**config.mk**
```make
export PLATFORM = sky130hd
export DESIGN_NAME = media_type_header_parser_unit_flat
export DESIGN_NICKNAME = d
export VERILOG_FILES = /design/src/sv/mthp_pkg.sv /design/src/sv/mthp_in_if.sv /design/src/sv/mthp_out_if.sv /design/src/sv/mthp_front.sv /design/src/sv/mthp_queue.sv /design/src/sv/mthp_back.sv /design/src/sv/media_type_header_parser_unit.sv /design/src/flat_wrapper.sv
export VERILOG_INCLUDE_DIRS = /design/src /design/src/sv
export SDC_FILE = /design/constraint.sdc
export NUM_CORES = 1
export LEC_CHECK = 0
export BUFFER_PORTS_ARGS = -buffer_cell sky130_fd_sc_hd__buf_4
export CAP_MARGIN = 10
export CORE_MARGIN = 5
export CORE_UTILIZATION = 50
export CTS_CLUSTER_SIZE = 20
export DETAILED_ROUTE_END_ITERATION = 7
export PLACE_DENSITY = 0.69
export SLEW_MARGIN = 20
export SYNTH_ARGS = -nofsm -noshare
export SYNTH_HDL_FRONTEND = slang
export SYNTH_SLANG_ARGS = --single-unit
export TNS_END_PERCENT = 10
```
**constraint.sdc**
```tcl
create_clock -name clk -period 2.95 [get_ports clk]
set_input_delay 0.1475 -clock clk [delete_from_list [all_inputs] [get_ports clk]]
set_output_delay 0.1475 -clock clk [all_outputs]
set_load 0.02 [all_outputs]
```
**src/sv/media_type_header_parser_unit_macros.svh**
```systemverilog
// Assertion macros shared by the media type header parser RTL.
// Included by every module that carries concurrent checks; no other dependencies.
`ifndef MEDIA_TYPE_HEADER_PARSER_UNIT_MACROS_SVH
`define MEDIA_TYPE_HEADER_PARSER_UNIT_MACROS_SVH
`ifndef NO_ASSERTIONS
// Property that must hold at every clock edge outside reset.
`define MTHP_ASSERT(lbl, expr, msg) \
  lbl: assert property (@(posedge clk) disable iff (rst) (expr)) else $error(msg);
// Implication checked in the cycle after its trigger.
`define MTHP_ASSERT_NEXT(lbl, trig, expr, msg) \
  lbl: assert property (@(posedge clk) disable iff (rst) (trig) |=> (expr)) else $error(msg);
`else
`define MTHP_ASSERT(lbl, expr, msg)
`define MTHP_ASSERT_NEXT(lbl, trig, expr, msg)
`endif
`endif

```
**src/sv/mthp_pkg.sv**
```systemverilog
// Types, character constants and byte classification functions of the media type parser.
// Used by every module of the block; depends on nothing.
`default_nettype none

package mthp_pkg;

  // Characters the grammar refers to.
  localparam logic [7:0] CH_HTAB   = 8'd9;
  localparam logic [7:0] CH_SP     = 8'd32;
  localparam logic [7:0] CH_BANG   = 8'd33;
  localparam logic [7:0] CH_DQUOTE = 8'd34;
  localparam logic [7:0] CH_HASH   = 8'd35;
  localparam logic [7:0] CH_SLASH  = 8'd47;
  localparam logic [7:0] CH_SEMI   = 8'd59;
  localparam logic [7:0] CH_EQ     = 8'd61;
  localparam logic [7:0] CH_LBRACK = 8'd91;
  localparam logic [7:0] CH_BSLASH = 8'd92;
  localparam logic [7:0] CH_RBRACK = 8'd93;
  localparam logic [7:0] CH_TILDE  = 8'd126;
  localparam logic [7:0] CH_DEL    = 8'd127;

  // Field kinds reported with content characters.
  localparam logic [1:0] KIND_TYPE    = 2'd0;
  localparam logic [1:0] KIND_SUBTYPE = 2'd1;
  localparam logic [1:0] KIND_NAME    = 2'd2;
  localparam logic [1:0] KIND_VALUE   = 2'd3;

  // Width of the reported parameter number.
  localparam int PARAM_OUT_BITS = 8;

  // Parser phases, one-hot.
  typedef enum logic [9:0] {
    PH_TYPE        = 10'b00_0000_0001,
    PH_SUBTYPE     = 10'b00_0000_0010,
    PH_PRE_SEMI    = 10'b00_0000_0100,
    PH_NAME        = 10'b00_0000_1000,
    PH_VAL_START   = 10'b00_0001_0000,
    PH_VAL_TOKEN   = 10'b00_0010_0000,
    PH_QUOTED      = 10'b00_0100_0000,
    PH_ESCAPE      = 10'b00_1000_0000,
    PH_AFTER_QUOTE = 10'b01_0000_0000,
    PH_ERROR       = 10'b10_0000_0000
  } mthp_phase_t;

  // A classified byte as it travels from the front end to the parser.
  typedef struct packed {
    logic [7:0] ch;
    logic       last;
    logic       tok;
    logic       qd;
    logic       pair;
    logic       ows;
    logic       slash;
    logic       semi;
    logic       eq;
    logic       dquote;
    logic       bslash;
  } mthp_class_t;

  // Head of the byte queue as seen by the parser.
  typedef struct packed {
    logic        valid;
    mthp_class_t item;
  } mthp_head_t;

  function automatic logic is_token_char(input logic [7:0] c);
    logic alnum;
    logic punct;
    alnum = (c >= 8'h30 && c <= 8'h39) || (c >= 8'h61 && c <= 8'h7A) ||
            (c >= 8'h41 && c <= 8'h5A);
    punct = (c == 8'h21) || (c == 8'h23) || (c == 8'h24) || (c == 8'h25) ||
            (c == 8'h26) || (c == 8'h27) || (c == 8'h2A) || (c == 8'h2B) ||
            (c == 8'h2D) || (c == 8'h2E) || (c == 8'h5E) || (c == 8'h5F) ||
            (c == 8'h60) || (c == 8'h7C) || (c == 8'h7E);
    return alnum || punct;
  endfunction

  function automatic logic is_qdtext(input logic [7:0] c);
    return (c == CH_HTAB) || (c == CH_SP) || (c == CH_BANG) ||
           (c >= CH_HASH && c <= CH_LBRACK) || (c >= CH_RBRACK && c <= CH_TILDE) ||
           (c > CH_DEL);
  endfunction

  function automatic logic is_pair_char(input logic [7:0] c);
    return (c == CH_HTAB) || (c == CH_SP) || (c >= CH_BANG && c <= CH_TILDE) ||
           (c > CH_DEL);
  endfunction

endpackage

`default_nettype wire

```
**src/sv/mthp_in_if.sv**
```systemverilog
// Input channel of the media type parser: one header byte per beat.
// Stand-alone interface; no dependencies.
`default_nettype none

interface mthp_in_if;
  logic       valid;
  logic       ready;
  logic [7:0] in_byte;
  logic       last_byte;

  modport source (output valid, in_byte, last_byte, input ready);
  modport sink (input valid, in_byte, last_byte, output ready);
endinterface

`default_nettype wire

```
**src/sv/mthp_out_if.sv**
```systemverilog
// Result channel of the media type parser: one parse result per beat.
// Stand-alone interface; no dependencies.
`default_nettype none

interface mthp_out_if;
  logic       valid;
  logic       ready;
  logic [7:0] char_out;
  logic       char_valid;
  logic [1:0] field_kind;
  logic [7:0] param_number;
  logic       value_end;
  logic       accepted;
  logic       parse_error;

  modport source (output valid, char_out, char_valid, field_kind, param_number,
                  value_end, accepted, parse_error, input ready);
  modport sink (input valid, char_out, char_valid, field_kind, param_number,
                value_end, accepted, parse_error, output ready);
endinterface

`default_nettype wire

```
**src/sv/mthp_front.sv**
```systemverilog
// Front end: accepts header bytes and classifies them for the parser.
// Depends on mthp_pkg and mthp_in_if.
`default_nettype none

module mthp_front
  import mthp_pkg::*;
(
  mthp_in_if.sink     in_ch,
  input  wire logic   q_full,
  output mthp_class_t push_item,
  output logic        push
);

  // A beat is taken whenever the queue has room.
  assign in_ch.ready = !q_full;
  assign push        = in_ch.valid && !q_full;

  // Classify the byte once so the parser only looks at flags.
  always_comb begin
    push_item.ch     = in_ch.in_byte;
    push_item.last   = in_ch.last_byte;
    push_item.tok    = is_token_char(in_ch.in_byte);
    push_item.qd     = is_qdtext(in_ch.in_byte);
    push_item.pair   = is_pair_char(in_ch.in_byte);
    push_item.ows    = (in_ch.in_byte == CH_SP) || (in_ch.in_byte == CH_HTAB);
    push_item.slash  = (in_ch.in_byte == CH_SLASH);
    push_item.semi   = (in_ch.in_byte == CH_SEMI);
    push_item.eq     = (in_ch.in_byte == CH_EQ);
    push_item.dquote = (in_ch.in_byte == CH_DQUOTE);
    push_item.bslash = (in_ch.in_byte == CH_BSLASH);
  end

endmodule

`default_nettype wire

```
**src/sv/mthp_queue.sv**
```systemverilog
// Two-entry queue of classified bytes between the front end and the parser.
// Depends on mthp_pkg and the assertion macros header.
`default_nettype none
`include "media_type_header_parser_unit_macros.svh"

module mthp_queue
  import mthp_pkg::*;
(
  input  wire logic        clk,
  input  wire logic        rst,
  input  wire logic        push,
  input  mthp_class_t      push_item,
  input  wire logic        pop,
  output logic             q_full,
  output mthp_head_t       head
);

  mthp_class_t entries [2];
  logic        wr_ptr;
  logic        rd_ptr;
  logic [1:0]  count;

  assign q_full     = (count == 2'd2);
  assign head.valid = (count != 2'd0);
  assign head.item  = entries[rd_ptr];

  // Storage needs no reset.
  always_ff @(posedge clk) begin
    if (push) begin
      entries[wr_ptr] <= push_item;
    end
  end

  // Pointers and fill count.
  always_ff @(posedge clk) begin
    if (rst) begin
      wr_ptr <= 1'b0;
      rd_ptr <= 1'b0;
      count  <= 2'd0;
    end else begin
      if (push) begin
        wr_ptr <= !wr_ptr;
      end
      if (pop) begin
        rd_ptr <= !rd_ptr;
      end
      unique case ({push, pop})
        2'b10:   count <= count + 2'd1;
        2'b01:   count <= count - 2'd1;
        default: count <= count;
      endcase
    end
  end

  `MTHP_ASSERT(a_no_pop_empty, !(pop && count == 2'd0), "pop from empty byte queue")
  `MTHP_ASSERT(a_no_push_full, !(push && count == 2'd2), "push into full byte queue")
  `MTHP_ASSERT(a_count_range, count != 2'd3, "byte queue count out of range")

endmodule

`default_nettype wire

```
**src/sv/mthp_back.sv**
```systemverilog
// Back end: grammar state machine and registered result stage.
// Depends on mthp_pkg, mthp_out_if and the assertion macros header.
`default_nettype none
`include "media_type_header_parser_unit_macros.svh"

module mthp_back
  import mthp_pkg::*;
#(
  parameter int PARAM_COUNT_BITS = 8
)(
  input  wire logic   clk,
  input  wire logic   rst,
  input  mthp_head_t  head,
  output logic        pop,
  mthp_out_if.source  out_ch
);

  localparam int SHOW_BITS = (PARAM_COUNT_BITS > PARAM_OUT_BITS) ?
                             PARAM_COUNT_BITS : PARAM_OUT_BITS;
  localparam logic [PARAM_COUNT_BITS-1:0] CNT_MAX = '1;

  mthp_phase_t                 phase;
  mthp_phase_t                 phase_next;
  logic                        tok_seen;
  logic                        tok_seen_next;
  logic [PARAM_COUNT_BITS-1:0] cnt;
  logic [PARAM_COUNT_BITS-1:0] cnt_next;
  logic [SHOW_BITS-1:0]        cnt_wide;

  logic                        out_valid;
  logic [7:0]                  char_out;
  logic                        char_valid;
  logic [1:0]                  field_kind;
  logic [7:0]                  param_number;
  logic                        value_end;
  logic                        accepted;
  logic                        parse_error;

  logic                        valid_c;
  logic [1:0]                  kind_c;
  logic                        acc_c;
  logic                        err_c;
  logic                        count_c;
  mthp_class_t                 b;

  assign b   = head.item;
  // The result register frees up in the same cycle it is taken.
  assign pop = head.valid && (!out_valid || out_ch.ready);

  // Grammar step for the byte at the queue head.
  always_comb begin
    phase_next    = phase;
    tok_seen_next = tok_seen;
    valid_c       = 1'b0;
    kind_c        = KIND_TYPE;
    count_c       = 1'b0;
    unique case (phase)
      PH_TYPE: begin
        priority if (b.tok) begin
          valid_c = 1'b1; kind_c = KIND_TYPE; tok_seen_next = 1'b1;
        end else if (b.slash && tok_seen) begin
          phase_next = PH_SUBTYPE; tok_seen_next = 1'b0;
        end else begin
          phase_next = PH_ERROR;
        end
      end
      PH_SUBTYPE: begin
        priority if (b.tok) begin
          valid_c = 1'b1; kind_c = KIND_SUBTYPE; tok_seen_next = 1'b1;
        end else if (!tok_seen) begin
          phase_next = PH_ERROR;
        end else if (b.ows) begin
          phase_next = PH_PRE_SEMI;
        end else if (b.semi) begin
          count_c = 1'b1; phase_next = PH_NAME; tok_seen_next = 1'b0;
        end else begin
          phase_next = PH_ERROR;
        end
      end
      PH_PRE_SEMI: begin
        priority if (b.ows) begin
          phase_next = PH_PRE_SEMI;
        end else if (b.semi) begin
          count_c = 1'b1; phase_next = PH_NAME; tok_seen_next = 1'b0;
        end else begin
          phase_next = PH_ERROR;
        end
      end
      PH_NAME: begin
        priority if (b.tok) begin
          valid_c = 1'b1; kind_c = KIND_NAME; tok_seen_next = 1'b1;
        end else if (b.eq) begin
          phase_next = PH_VAL_START; tok_seen_next = 1'b0;
        end else if (b.ows && !tok_seen) begin
          phase_next = PH_NAME;
        end else begin
          phase_next = PH_ERROR;
        end
      end
      PH_VAL_START: begin
        priority if (b.dquote) begin
          phase_next = PH_QUOTED;
        end else if (b.tok) begin
          valid_c = 1'b1; kind_c = KIND_VALUE; tok_seen_next = 1'b1;
          phase_next = PH_VAL_TOKEN;
        end else begin
          phase_next = PH_ERROR;
        end
      end
      PH_VAL_TOKEN, PH_AFTER_QUOTE: begin
        priority if (phase == PH_VAL_TOKEN && b.tok) begin
          valid_c = 1'b1; kind_c = KIND_VALUE;
        end else if (b.ows) begin
          phase_next = PH_PRE_SEMI;
        end else if (b.semi) begin
          count_c = 1'b1; phase_next = PH_NAME; tok_seen_next = 1'b0;
        end else begin
          phase_next = PH_ERROR;
        end
      end
      PH_QUOTED: begin
        priority if (b.qd) begin
          valid_c = 1'b1; kind_c = KIND_VALUE;
        end else if (b.bslash) begin
          phase_next = PH_ESCAPE;
        end else if (b.dquote) begin
          phase_next = PH_AFTER_QUOTE;
        end else begin
          phase_next = PH_ERROR;
        end
      end
      PH_ESCAPE: begin
        priority if (b.pair) begin
          valid_c = 1'b1; kind_c = KIND_VALUE; phase_next = PH_QUOTED;
        end else begin
          phase_next = PH_ERROR;
        end
      end
      PH_ERROR: begin
        phase_next = PH_ERROR;
      end
      default: begin
        phase_next = PH_ERROR;
      end
    endcase

    // Saturating separator count.
    cnt_next = (count_c && cnt != CNT_MAX) ? cnt + PARAM_COUNT_BITS'(1) : cnt;

    err_c = (phase_next == PH_ERROR);
    if (err_c) begin
      valid_c = 1'b0;
    end
    acc_c = 1'b0;
    if (b.last) begin
      acc_c = (phase_next == PH_SUBTYPE && tok_seen_next) ||
              (phase_next == PH_VAL_TOKEN) || (phase_next == PH_AFTER_QUOTE);
      if (!acc_c) begin
        err_c = 1'b1;
      end
    end
  end

  // Reported count is clipped to the field width.
  assign cnt_wide = SHOW_BITS'(cnt_next);

  // Parser state; the last byte returns it to the start of a new value.
  always_ff @(posedge clk) begin
    if (rst) begin
      phase    <= PH_TYPE;
      tok_seen <= 1'b0;
      cnt      <= '0;
    end else if (pop) begin
      if (b.last) begin
        phase    <= PH_TYPE;
        tok_seen <= 1'b0;
        cnt      <= '0;
      end else begin
        phase    <= phase_next;
        tok_seen <= tok_seen_next;
        cnt      <= cnt_next;
      end
    end
  end

  // Result register valid flag.
  always_ff @(posedge clk) begin
    if (rst) begin
      out_valid <= 1'b0;
    end else if (pop) begin
      out_valid <= 1'b1;
    end else if (out_ch.ready) begin
      out_valid <= 1'b0;
    end
  end

  // Result payload.
  always_ff @(posedge clk) begin
    if (pop) begin
      char_out     <= valid_c ? b.ch : 8'd0;
      char_valid   <= valid_c;
      field_kind   <= valid_c ? kind_c : KIND_TYPE;
      param_number <= (cnt_wide > SHOW_BITS'(255)) ? 8'hFF : cnt_wide[7:0];
      value_end    <= b.last;
      accepted     <= acc_c;
      parse_error  <= err_c;
    end
  end

  assign out_ch.valid        = out_valid;
  assign out_ch.char_out     = char_out;
  assign out_ch.char_valid   = char_valid;
  assign out_ch.field_kind   = field_kind;
  assign out_ch.param_number = param_number;
  assign out_ch.value_end    = value_end;
  assign out_ch.accepted     = accepted;
  assign out_ch.parse_error  = parse_error;

  // A content byte may carry the error flag only as the unfinished last byte of a value.
  `MTHP_ASSERT_NEXT(a_last_restarts, pop && b.last, phase == PH_TYPE && cnt == '0 && !tok_seen, "parser did not restart after last byte")
  `MTHP_ASSERT(a_acc_on_end, !(out_valid && accepted && (!value_end || parse_error)), "accept without clean end of value")
  `MTHP_ASSERT(a_no_char_in_error, !(out_valid && char_valid && parse_error && !value_end), "content character reported with error")

endmodule

`default_nettype wire

```
**src/sv/media_type_header_parser_unit.sv**
```systemverilog
// Top level of the media type header parser: front end, byte queue and parser.
// Depends on mthp_pkg, mthp_in_if, mthp_out_if, mthp_front, mthp_queue, mthp_back.
//
//   channel  | dir | beat contents
//   ---------+-----+---------------------------------------------------------
//   in_ch    | in  | in_byte, last_byte
//   out_ch   | out | char_out, char_valid, field_kind, param_number,
//            |     | value_end, accepted, parse_error
//
// One byte per cycle sustained while out_ch takes results; each byte gives one result beat.
// An accepted byte passes through the two-entry byte queue and then the result
// register on its way to out_ch.
// The parser state machine steps once per byte and sets the rate.
// Reset is synchronous; no clearing pass.
// A stall on out_ch fills the queue; in_ch.ready drops only when it is full.
`default_nettype none

module media_type_header_parser_unit
  import mthp_pkg::*;
#(
  parameter int PARAM_COUNT_BITS = 8
)(
  input  wire logic   clk,
  input  wire logic   rst,
  mthp_in_if.sink     in_ch,
  mthp_out_if.source  out_ch
);

  mthp_class_t push_item;
  logic        push;
  logic        pop;
  logic        q_full;
  mthp_head_t  head;

  mthp_front u_front (
    .in_ch     (in_ch),
    .q_full    (q_full),
    .push_item (push_item),
    .push      (push)
  );

  mthp_queue u_queue (
    .clk       (clk),
    .rst       (rst),
    .push      (push),
    .push_item (push_item),
    .pop       (pop),
    .q_full    (q_full),
    .head      (head)
  );

  mthp_back #(
    .PARAM_COUNT_BITS (PARAM_COUNT_BITS)
  ) u_back (
    .clk    (clk),
    .rst    (rst),
    .head   (head),
    .pop    (pop),
    .out_ch (out_ch)
  );

endmodule

`default_nettype wire
```
**src/flat_wrapper.sv**
```systemverilog
// flat-port wrapper written by rule: the top's interface ports become plain ports
module media_type_header_parser_unit_flat import mthp_pkg::*;
#(
  parameter int PARAM_COUNT_BITS = 8
)
  (clk, rst, in_ch_valid, in_ch_in_byte, in_ch_last_byte, in_ch_ready, out_ch_valid, out_ch_char_out, out_ch_char_valid, out_ch_field_kind, out_ch_param_number, out_ch_value_end, out_ch_accepted, out_ch_parse_error, out_ch_ready);
  mthp_in_if in_ch_i ();
  mthp_out_if out_ch_i ();
  input  wire logic clk;
  input  wire logic rst;
  input wire logic [$bits(in_ch_i.valid)-1:0] in_ch_valid;
  input wire logic [$bits(in_ch_i.in_byte)-1:0] in_ch_in_byte;
  input wire logic [$bits(in_ch_i.last_byte)-1:0] in_ch_last_byte;
  output wire logic [$bits(in_ch_i.ready)-1:0] in_ch_ready;
  output wire logic [$bits(out_ch_i.valid)-1:0] out_ch_valid;
  output wire logic [$bits(out_ch_i.char_out)-1:0] out_ch_char_out;
  output wire logic [$bits(out_ch_i.char_valid)-1:0] out_ch_char_valid;
  output wire logic [$bits(out_ch_i.field_kind)-1:0] out_ch_field_kind;
  output wire logic [$bits(out_ch_i.param_number)-1:0] out_ch_param_number;
  output wire logic [$bits(out_ch_i.value_end)-1:0] out_ch_value_end;
  output wire logic [$bits(out_ch_i.accepted)-1:0] out_ch_accepted;
  output wire logic [$bits(out_ch_i.parse_error)-1:0] out_ch_parse_error;
  input wire logic [$bits(out_ch_i.ready)-1:0] out_ch_ready;
  assign in_ch_i.valid = in_ch_valid;
  assign in_ch_i.in_byte = in_ch_in_byte;
  assign in_ch_i.last_byte = in_ch_last_byte;
  assign in_ch_ready = in_ch_i.ready;
  assign out_ch_valid = out_ch_i.valid;
  assign out_ch_char_out = out_ch_i.char_out;
  assign out_ch_char_valid = out_ch_i.char_valid;
  assign out_ch_field_kind = out_ch_i.field_kind;
  assign out_ch_param_number = out_ch_i.param_number;
  assign out_ch_value_end = out_ch_i.value_end;
  assign out_ch_accepted = out_ch_i.accepted;
  assign out_ch_parse_error = out_ch_i.parse_error;
  assign out_ch_i.ready = out_ch_ready;
  media_type_header_parser_unit #(.PARAM_COUNT_BITS(PARAM_COUNT_BITS)) u_core (.clk(clk), .rst(rst), .in_ch(in_ch_i), .out_ch(out_ch_i));
endmodule
```
### Yosys cells after proc, flatten, opt, wreduce, memory -nomap -nowiden

Memories as Yosys holds them, arrays and structs flattened. A register that Yosys moved wholly into a read port is not among the register bits.
Cells that the tools add are included.

| cells by class | value |
|---|---|
| add/sub/neg operators | 3 |
| equal/unequal tests | 39 |
| multiplexer cells | 65 |
| reduce and logical (&&, ||, !) cells | 50 |
| magnitude comparators | 13 |

Operators by type and width:

| kind | count |
|---|---|
| $mux 10 | 17 |
| $eq 8x6->1 const B | 15 |
| $pmux 10 s8 | 1 |
| $eq 8x7->1 const B | 6 |
| $mux 1 | 34 |
| $le 8x7->1 const B | 4 |
| $logic_or 1x1->1 | 27 |
| $ge 8x6->1 const B | 3 |
| $ge 8x7->1 const B | 3 |
| $eq 10x2->1 const B | 2 |
| $eq 10x6->1 const B | 2 |
| $eq 10x9->1 const B | 2 |
| $mux 8 | 2 |
| $logic_and 1x1->1 | 13 |
| $mux 2 | 6 |
| $pmux 2 s6 | 1 |
| $eq 10x1->1 const B | 1 |
| $eq 10x10->1 const B | 1 |
| $eq 10x3->1 const B | 1 |
| $eq 10x4->1 const B | 1 |
| $eq 10x5->1 const B | 1 |
| $eq 10x7->1 const B | 1 |
| $eq 10x8->1 const B | 1 |
| $add 8x1->8 const B | 1 |
| other kinds (17) | 24 |

| storage, ports and cells | value |
|---|---|
| logic and storage cells | 185 |
| memories kept | 1 |
| output and inout port bits | 24 |
| RAM bits | 36 |
| input bits | 13 |
| flip-flop bits (word level) | 46 |

Memory list:

| name | words | width | rd ports | clocked after Yosys merged registers in | write ports | line | RTL |
|---|---|---|---|---|---|---|---|
| u_core.u_queue.entries | 2 | 18 | 1 | 1 | 1 | mthp_queue.sv:18 | `mthp_class_t entries [2];` |

### Logic depth before layout (Yosys ltp)

| depth | value |
|---|---|
| depth in word-level cells | 16 |
| depth in mapped cells | 9 |
| gate-level depth less buffers | 7 |

### By module

From an unflattened synthesis, not the netlist that was laid out.

| second synthesis, totals | value |
|---|---|
| cell total of the unflattened synthesis | 424 |
| area, all modules | 4488.1 µm² |

Modules (own cells, without submodules):

| module | cells each | area an instance (µm²) | sequential area each (µm²) | times used |
|---|---|---|---|---|
| mthp_back | 274 | 2527.4 | 1061.0 | 1 |
| mthp_queue | 78 | 1503.9 | 1181.1 | 1 |
| mthp_front | 72 | 456.7 | 0.0 | 1 |

### Worst setup path after synthesis

No wires, ideal clock.

| path | value |
|---|---|
| path kind | register to register |
| start point | register u_core.u_back.phase[4] |
| end point | register u_core.u_back.parse_error, in the netlist u_core.u_back.out_ch.parse_error (data pin) |
| stages on the path, launching flop included | 8 |
| required time | 2696 ps |
| path buffers | 1 |
| setup slack | 750 ps |
| period minus slack after synthesis | 2200 ps |
| arrival time | 1946 ps |
| setup time | 254 ps |
| cells stage by stage | dfxtp_1 buf_6 or4_2 nor3_2 nand3_1 o2111ai_1 a211oi_1 a21o_1 |

| between the ends | value |
|---|---|
| longest elaborated chain between the ends | 10 |
| elaborated cells on any way between the ends | 28 |
| classes of those cells | 13 x eq/ne; 10 x mux; 5 x reduce/logical |

RTL lines:

| what | line | RTL |
|---|---|---|
| start: declaration | mthp_back.sv:22 | `mthp_phase_t phase;` |
| start signal: assignment | mthp_back.sv:179 | `phase <= phase_next;` |
| $eq 10x6->1 | mthp_back.sv:57, mthp_back.sv:111 |  |
| $logic_and 1x1->1 | mthp_back.sv:111 | `priority if (phase == PH_VAL_TOKEN && b.tok) begin` |
| $mux 10 | mthp_back.sv:111 |  |
| $pmux 10 s8 | mthp_back.sv:57 | `unique case (phase)` |
| $eq 10x2->1 | mthp_back.sv:156 | `acc_c = (phase_next == PH_SUBTYPE && tok_seen_next) \|\|` |
| $logic_and 1x1->1 | mthp_back.sv:156 |  |
| $logic_or 1x1->1 | mthp_back.sv:156 |  |
| $logic_or 1x1->1 | mthp_back.sv:157 | `(phase_next == PH_VAL_TOKEN) \|\| (phase_next == PH_AFTER_QUOTE);` |
| $mux 1 | mthp_back.sv:158 | `if (!acc_c) begin` |
| $mux 1 * | mthp_back.sv:155 | `if (b.last) begin` |
| named net u_core.u_back.err_c | mthp_back.sv:42 | `logic err_c;` |
| end signal: assignment | mthp_back.sv:206 | `parse_error <= err_c;` |
| end: declaration | mthp_back.sv:37 | `logic parse_error;` |

The timed path passes the listed nets; every way through them passes the cells marked *.
A chain may end at the register's enable or synchronous reset.

==> run metrics <==
# setup viols final 0; Top FF cell, synth edfxtp_1; Worst-path clk slew 100 ps; Yosys cell types 71; Min-Delay Endpoint u_core.u_queue.entries[0][17]$_DFFE_PP_; Max Cap Violations 0; Final Wtd Congestion 0.9570; Hold Crit Start in_ch_in_byte[7]; internal reg-to-reg setup slack 390 ps; Ys Warns 0; Design Power 4.064 mW; ratio of cells with drive above 1 in the final layout 18.76%; critical path class register to register; adder-cell area share of the yosys netlist 0.5631%; Layout Skew 13.91 ps; syn_nets 435; setup ws final 390.5 ps; Crit Reg-Reg Endpoint u_core.u_back.cnt[4]$_SDFFE_PP0P_; Die Ht 104.3 um; Commonest cells post-synth 58 x edfxtp_1, 52 x nor2_1, 32 x nand2_1; H-tree depth 3; Worst R2R Path Depth 5; worst-path maximum fanout 20; Area Growth Syn to Fin 10.05%; routed len/inst 17.25 um; CTS tree yes; final hold vios 0; total track usage 18.09%; largest cells by area after synthesis edfxtp_1 39%, dfxtp_1 11%, nor2_1 4.4%; endpoint class of the critical path register; Worst IR Drop VDD 363.5 uV; RSZ-0062 raised after global routing no; diode count 0; clock latency on the worst-skew pair 350 ps; drc violations 0; area of the die 10,870 um^2; TNS Setup 0 ps; CTS max path bufs 2; post-synthesis sequential area ratio 50.45%; highest clock rate 0.3907 GHz; chip width 104.3 um; most common cell in the netlist edfxtp_1; Final Max Tran Viols 0; area leader, netlist edfxtp_1; Max-slew headroom 43.50%; Async S/R FF share, synth 0%; Synth Area in Simple Gates 21.59%; post-CTS sizing 0; syn_area_per_cell 10.58 um^2; number of global-route vias before repair 3,233; post-synthesis compound-gate area fraction 13.96%; Critical Path AT 2850 ps; Detailed Routing Iterations Pass 1 5; Slew @ Worst Pin 844.8 ps; worst path required time 3240 ps; status finished, final reports clean; DRT iter0 DRCs 184; fill count 752; Reg area 2242 um^2; Detailed Route WL 9.678 mm; via/cell ratio 6.014; largest family of logic cells by synthesized area simple AND/OR/NAND/NOR gates; dpl hpwl 6.988 mm; Power Density 830.9 nW/um^2; FF+latch count, synth 83; crit share post-route 86.76%; clock sinks 83; Tightest Hold Check Type input pin to register; via count 3,374; clock root buffer master clkbuf_8; number of flops mapped to enable cells by yosys 58; pin count of the biggest net entering global routing 25; multiplexer area fraction after synthesis 4.927%; first-pass GRT wire length 16.17 mm; Overflow after GRT 0; xor and xnor area share after synthesis 2.562%; FP Rows 34; nets 463; initial antenna violation count 0; fin crit period 2560 ps; Startpoint Class register; post-place setup slack 451.5 ps; multi-input logic area 1938 um^2; Num CTS Buffers 9; Ports 37; post-route ant nets 0; Synth top area share 39.19%; Initial Utilization 51.21%; Post-Syn Area 4444 um^2; Buffers on Ports 36; Worst Hold Path Cells 1; Leak 1.730 nW; Core Box Area 8678 um^2; Mapped Cells 420
[what timing repair did]
action	4_1_cts	5_1_grt
buffers inserted	0	0
hold endpoints to repair	2	0
endpoints found under the setup margin	0	0
hold buffers	1	0
[critical path, cell delays in order, from the launching register on]
cell and delay (ps):
dfxtp_1 870, nand2_1 170, o32ai_1 460, o21ai_2 260, or4_1 560, a31oi_1 170
[state kept, by name, indices dropped and copies added (netlist names), 2 cells and up, named ones only]
register,count
u_core.u_queue.entries,36
u_core.u_back.out_ch.field_kind,2
u_core.u_back.cnt,8
u_core.u_back.phase,10
u_core.u_back.out_ch.char_out,8
u_core.u_back.out_ch.param_number,8
u_core.u_queue.count,2
[where the power goes]
part / switching (mW) / leakage [nW] / internal [mW]
clock: 0.456 / 0.0887 / 0.327
combinational: 0.958 / 0.887 / 0.575
sequential: 0.170 / 0.754 / 1.58
[cells in the final DEF, fill, tap and decap left out, drive strengths merged, types with 4 or more instances in the layout]
master and count:
o211ai 5, nand2 33, clkbuf 9, mux2i 17, or3 12, a21o 4, edfxtp 58, or4 4
a31oi 5, a22oi 5, nor4 10, nor2 52, a21oi 20, a211oi 4, nor3b 4, xor2 5
mux2 4, inv 14, xnor2 8, o21ai 18, nor2b 4, buf 44, o2111ai 4, nand3 19
nor3 7, dfxtp 25, nand2b 5, nand4 11
[layer usage]
metal | vias up | GRT usage [%] | routed length (um)
met5 | - | 0 | 0
met3 | 26 | 3.104 | 480
met2 | 125 | 30.90 | 4820
met4 | 0 | 8.326 | 334
li1 | 1626 | - | -
met1 | 1597 | 22.15 | 4043
[metrics by stage]
stage | cell area, um^2 | utilization [%] | hold WS, ps | instances
floorplan | 4444 | - | 246.4 | 420
global placement | 4687 | 54.01 | 345.5 | 544
detailed placement | 4687 | 54.01 | 349.8 | 544
CTS | 4891 | 56.36 | 18.64 | 561
global route | 4891 | 56.36 | 13.92 | 561
finish | 4891 | 56.36 | 36.92 | 561
[logic make-up (layout without fill, tap and decap cells)]
family	count (synthesis)	count (layout)
buffers and inverters	39	72
xor gates and xnor gates	13	13
muxes	21	21
AOI/OAI and AO/OA	89	89
DFF	83	83
and+or+nand+nor	173	173
adders and majority gates	2	2
[worst max-delay path by stage]
stage	from	to	slack, ps	cells after the start
after global routing	register	u_core.u_back.cnt[4]$_SDFFE_PP0P_	210	5
final	register	u_core.u_back.cnt[4]$_SDFFE_PP0P_	390	5
after global placement	u_core.u_back.phase[1]$_SDFFE_PP0P_	u_core.u_back.cnt[2]$_SDFFE_PP0P_	480	6
after floorplan	u_core.u_back.phase[4]$_SDFFE_PP0P_	u_core.u_back.out_ch.parse_error$_DFFE_PP_	750	7
after detailed placement	register	u_core.u_back.cnt[4]$_SDFFE_PP0P_	450	5
after CTS	register	u_core.u_back.cnt[4]$_SDFFE_PP0P_	440	5
[final cells by class]
class,instances,area share (%)
clock buffer,9,2.533
clock inverter,7,1.433
sequential,83,45.84
inverter,11,0.8442
multi-input combinational,298,39.63
tap,108,2.763
timing repair buffer,45,6.958
No activity file was read; power rests on OpenSTA's default activity.
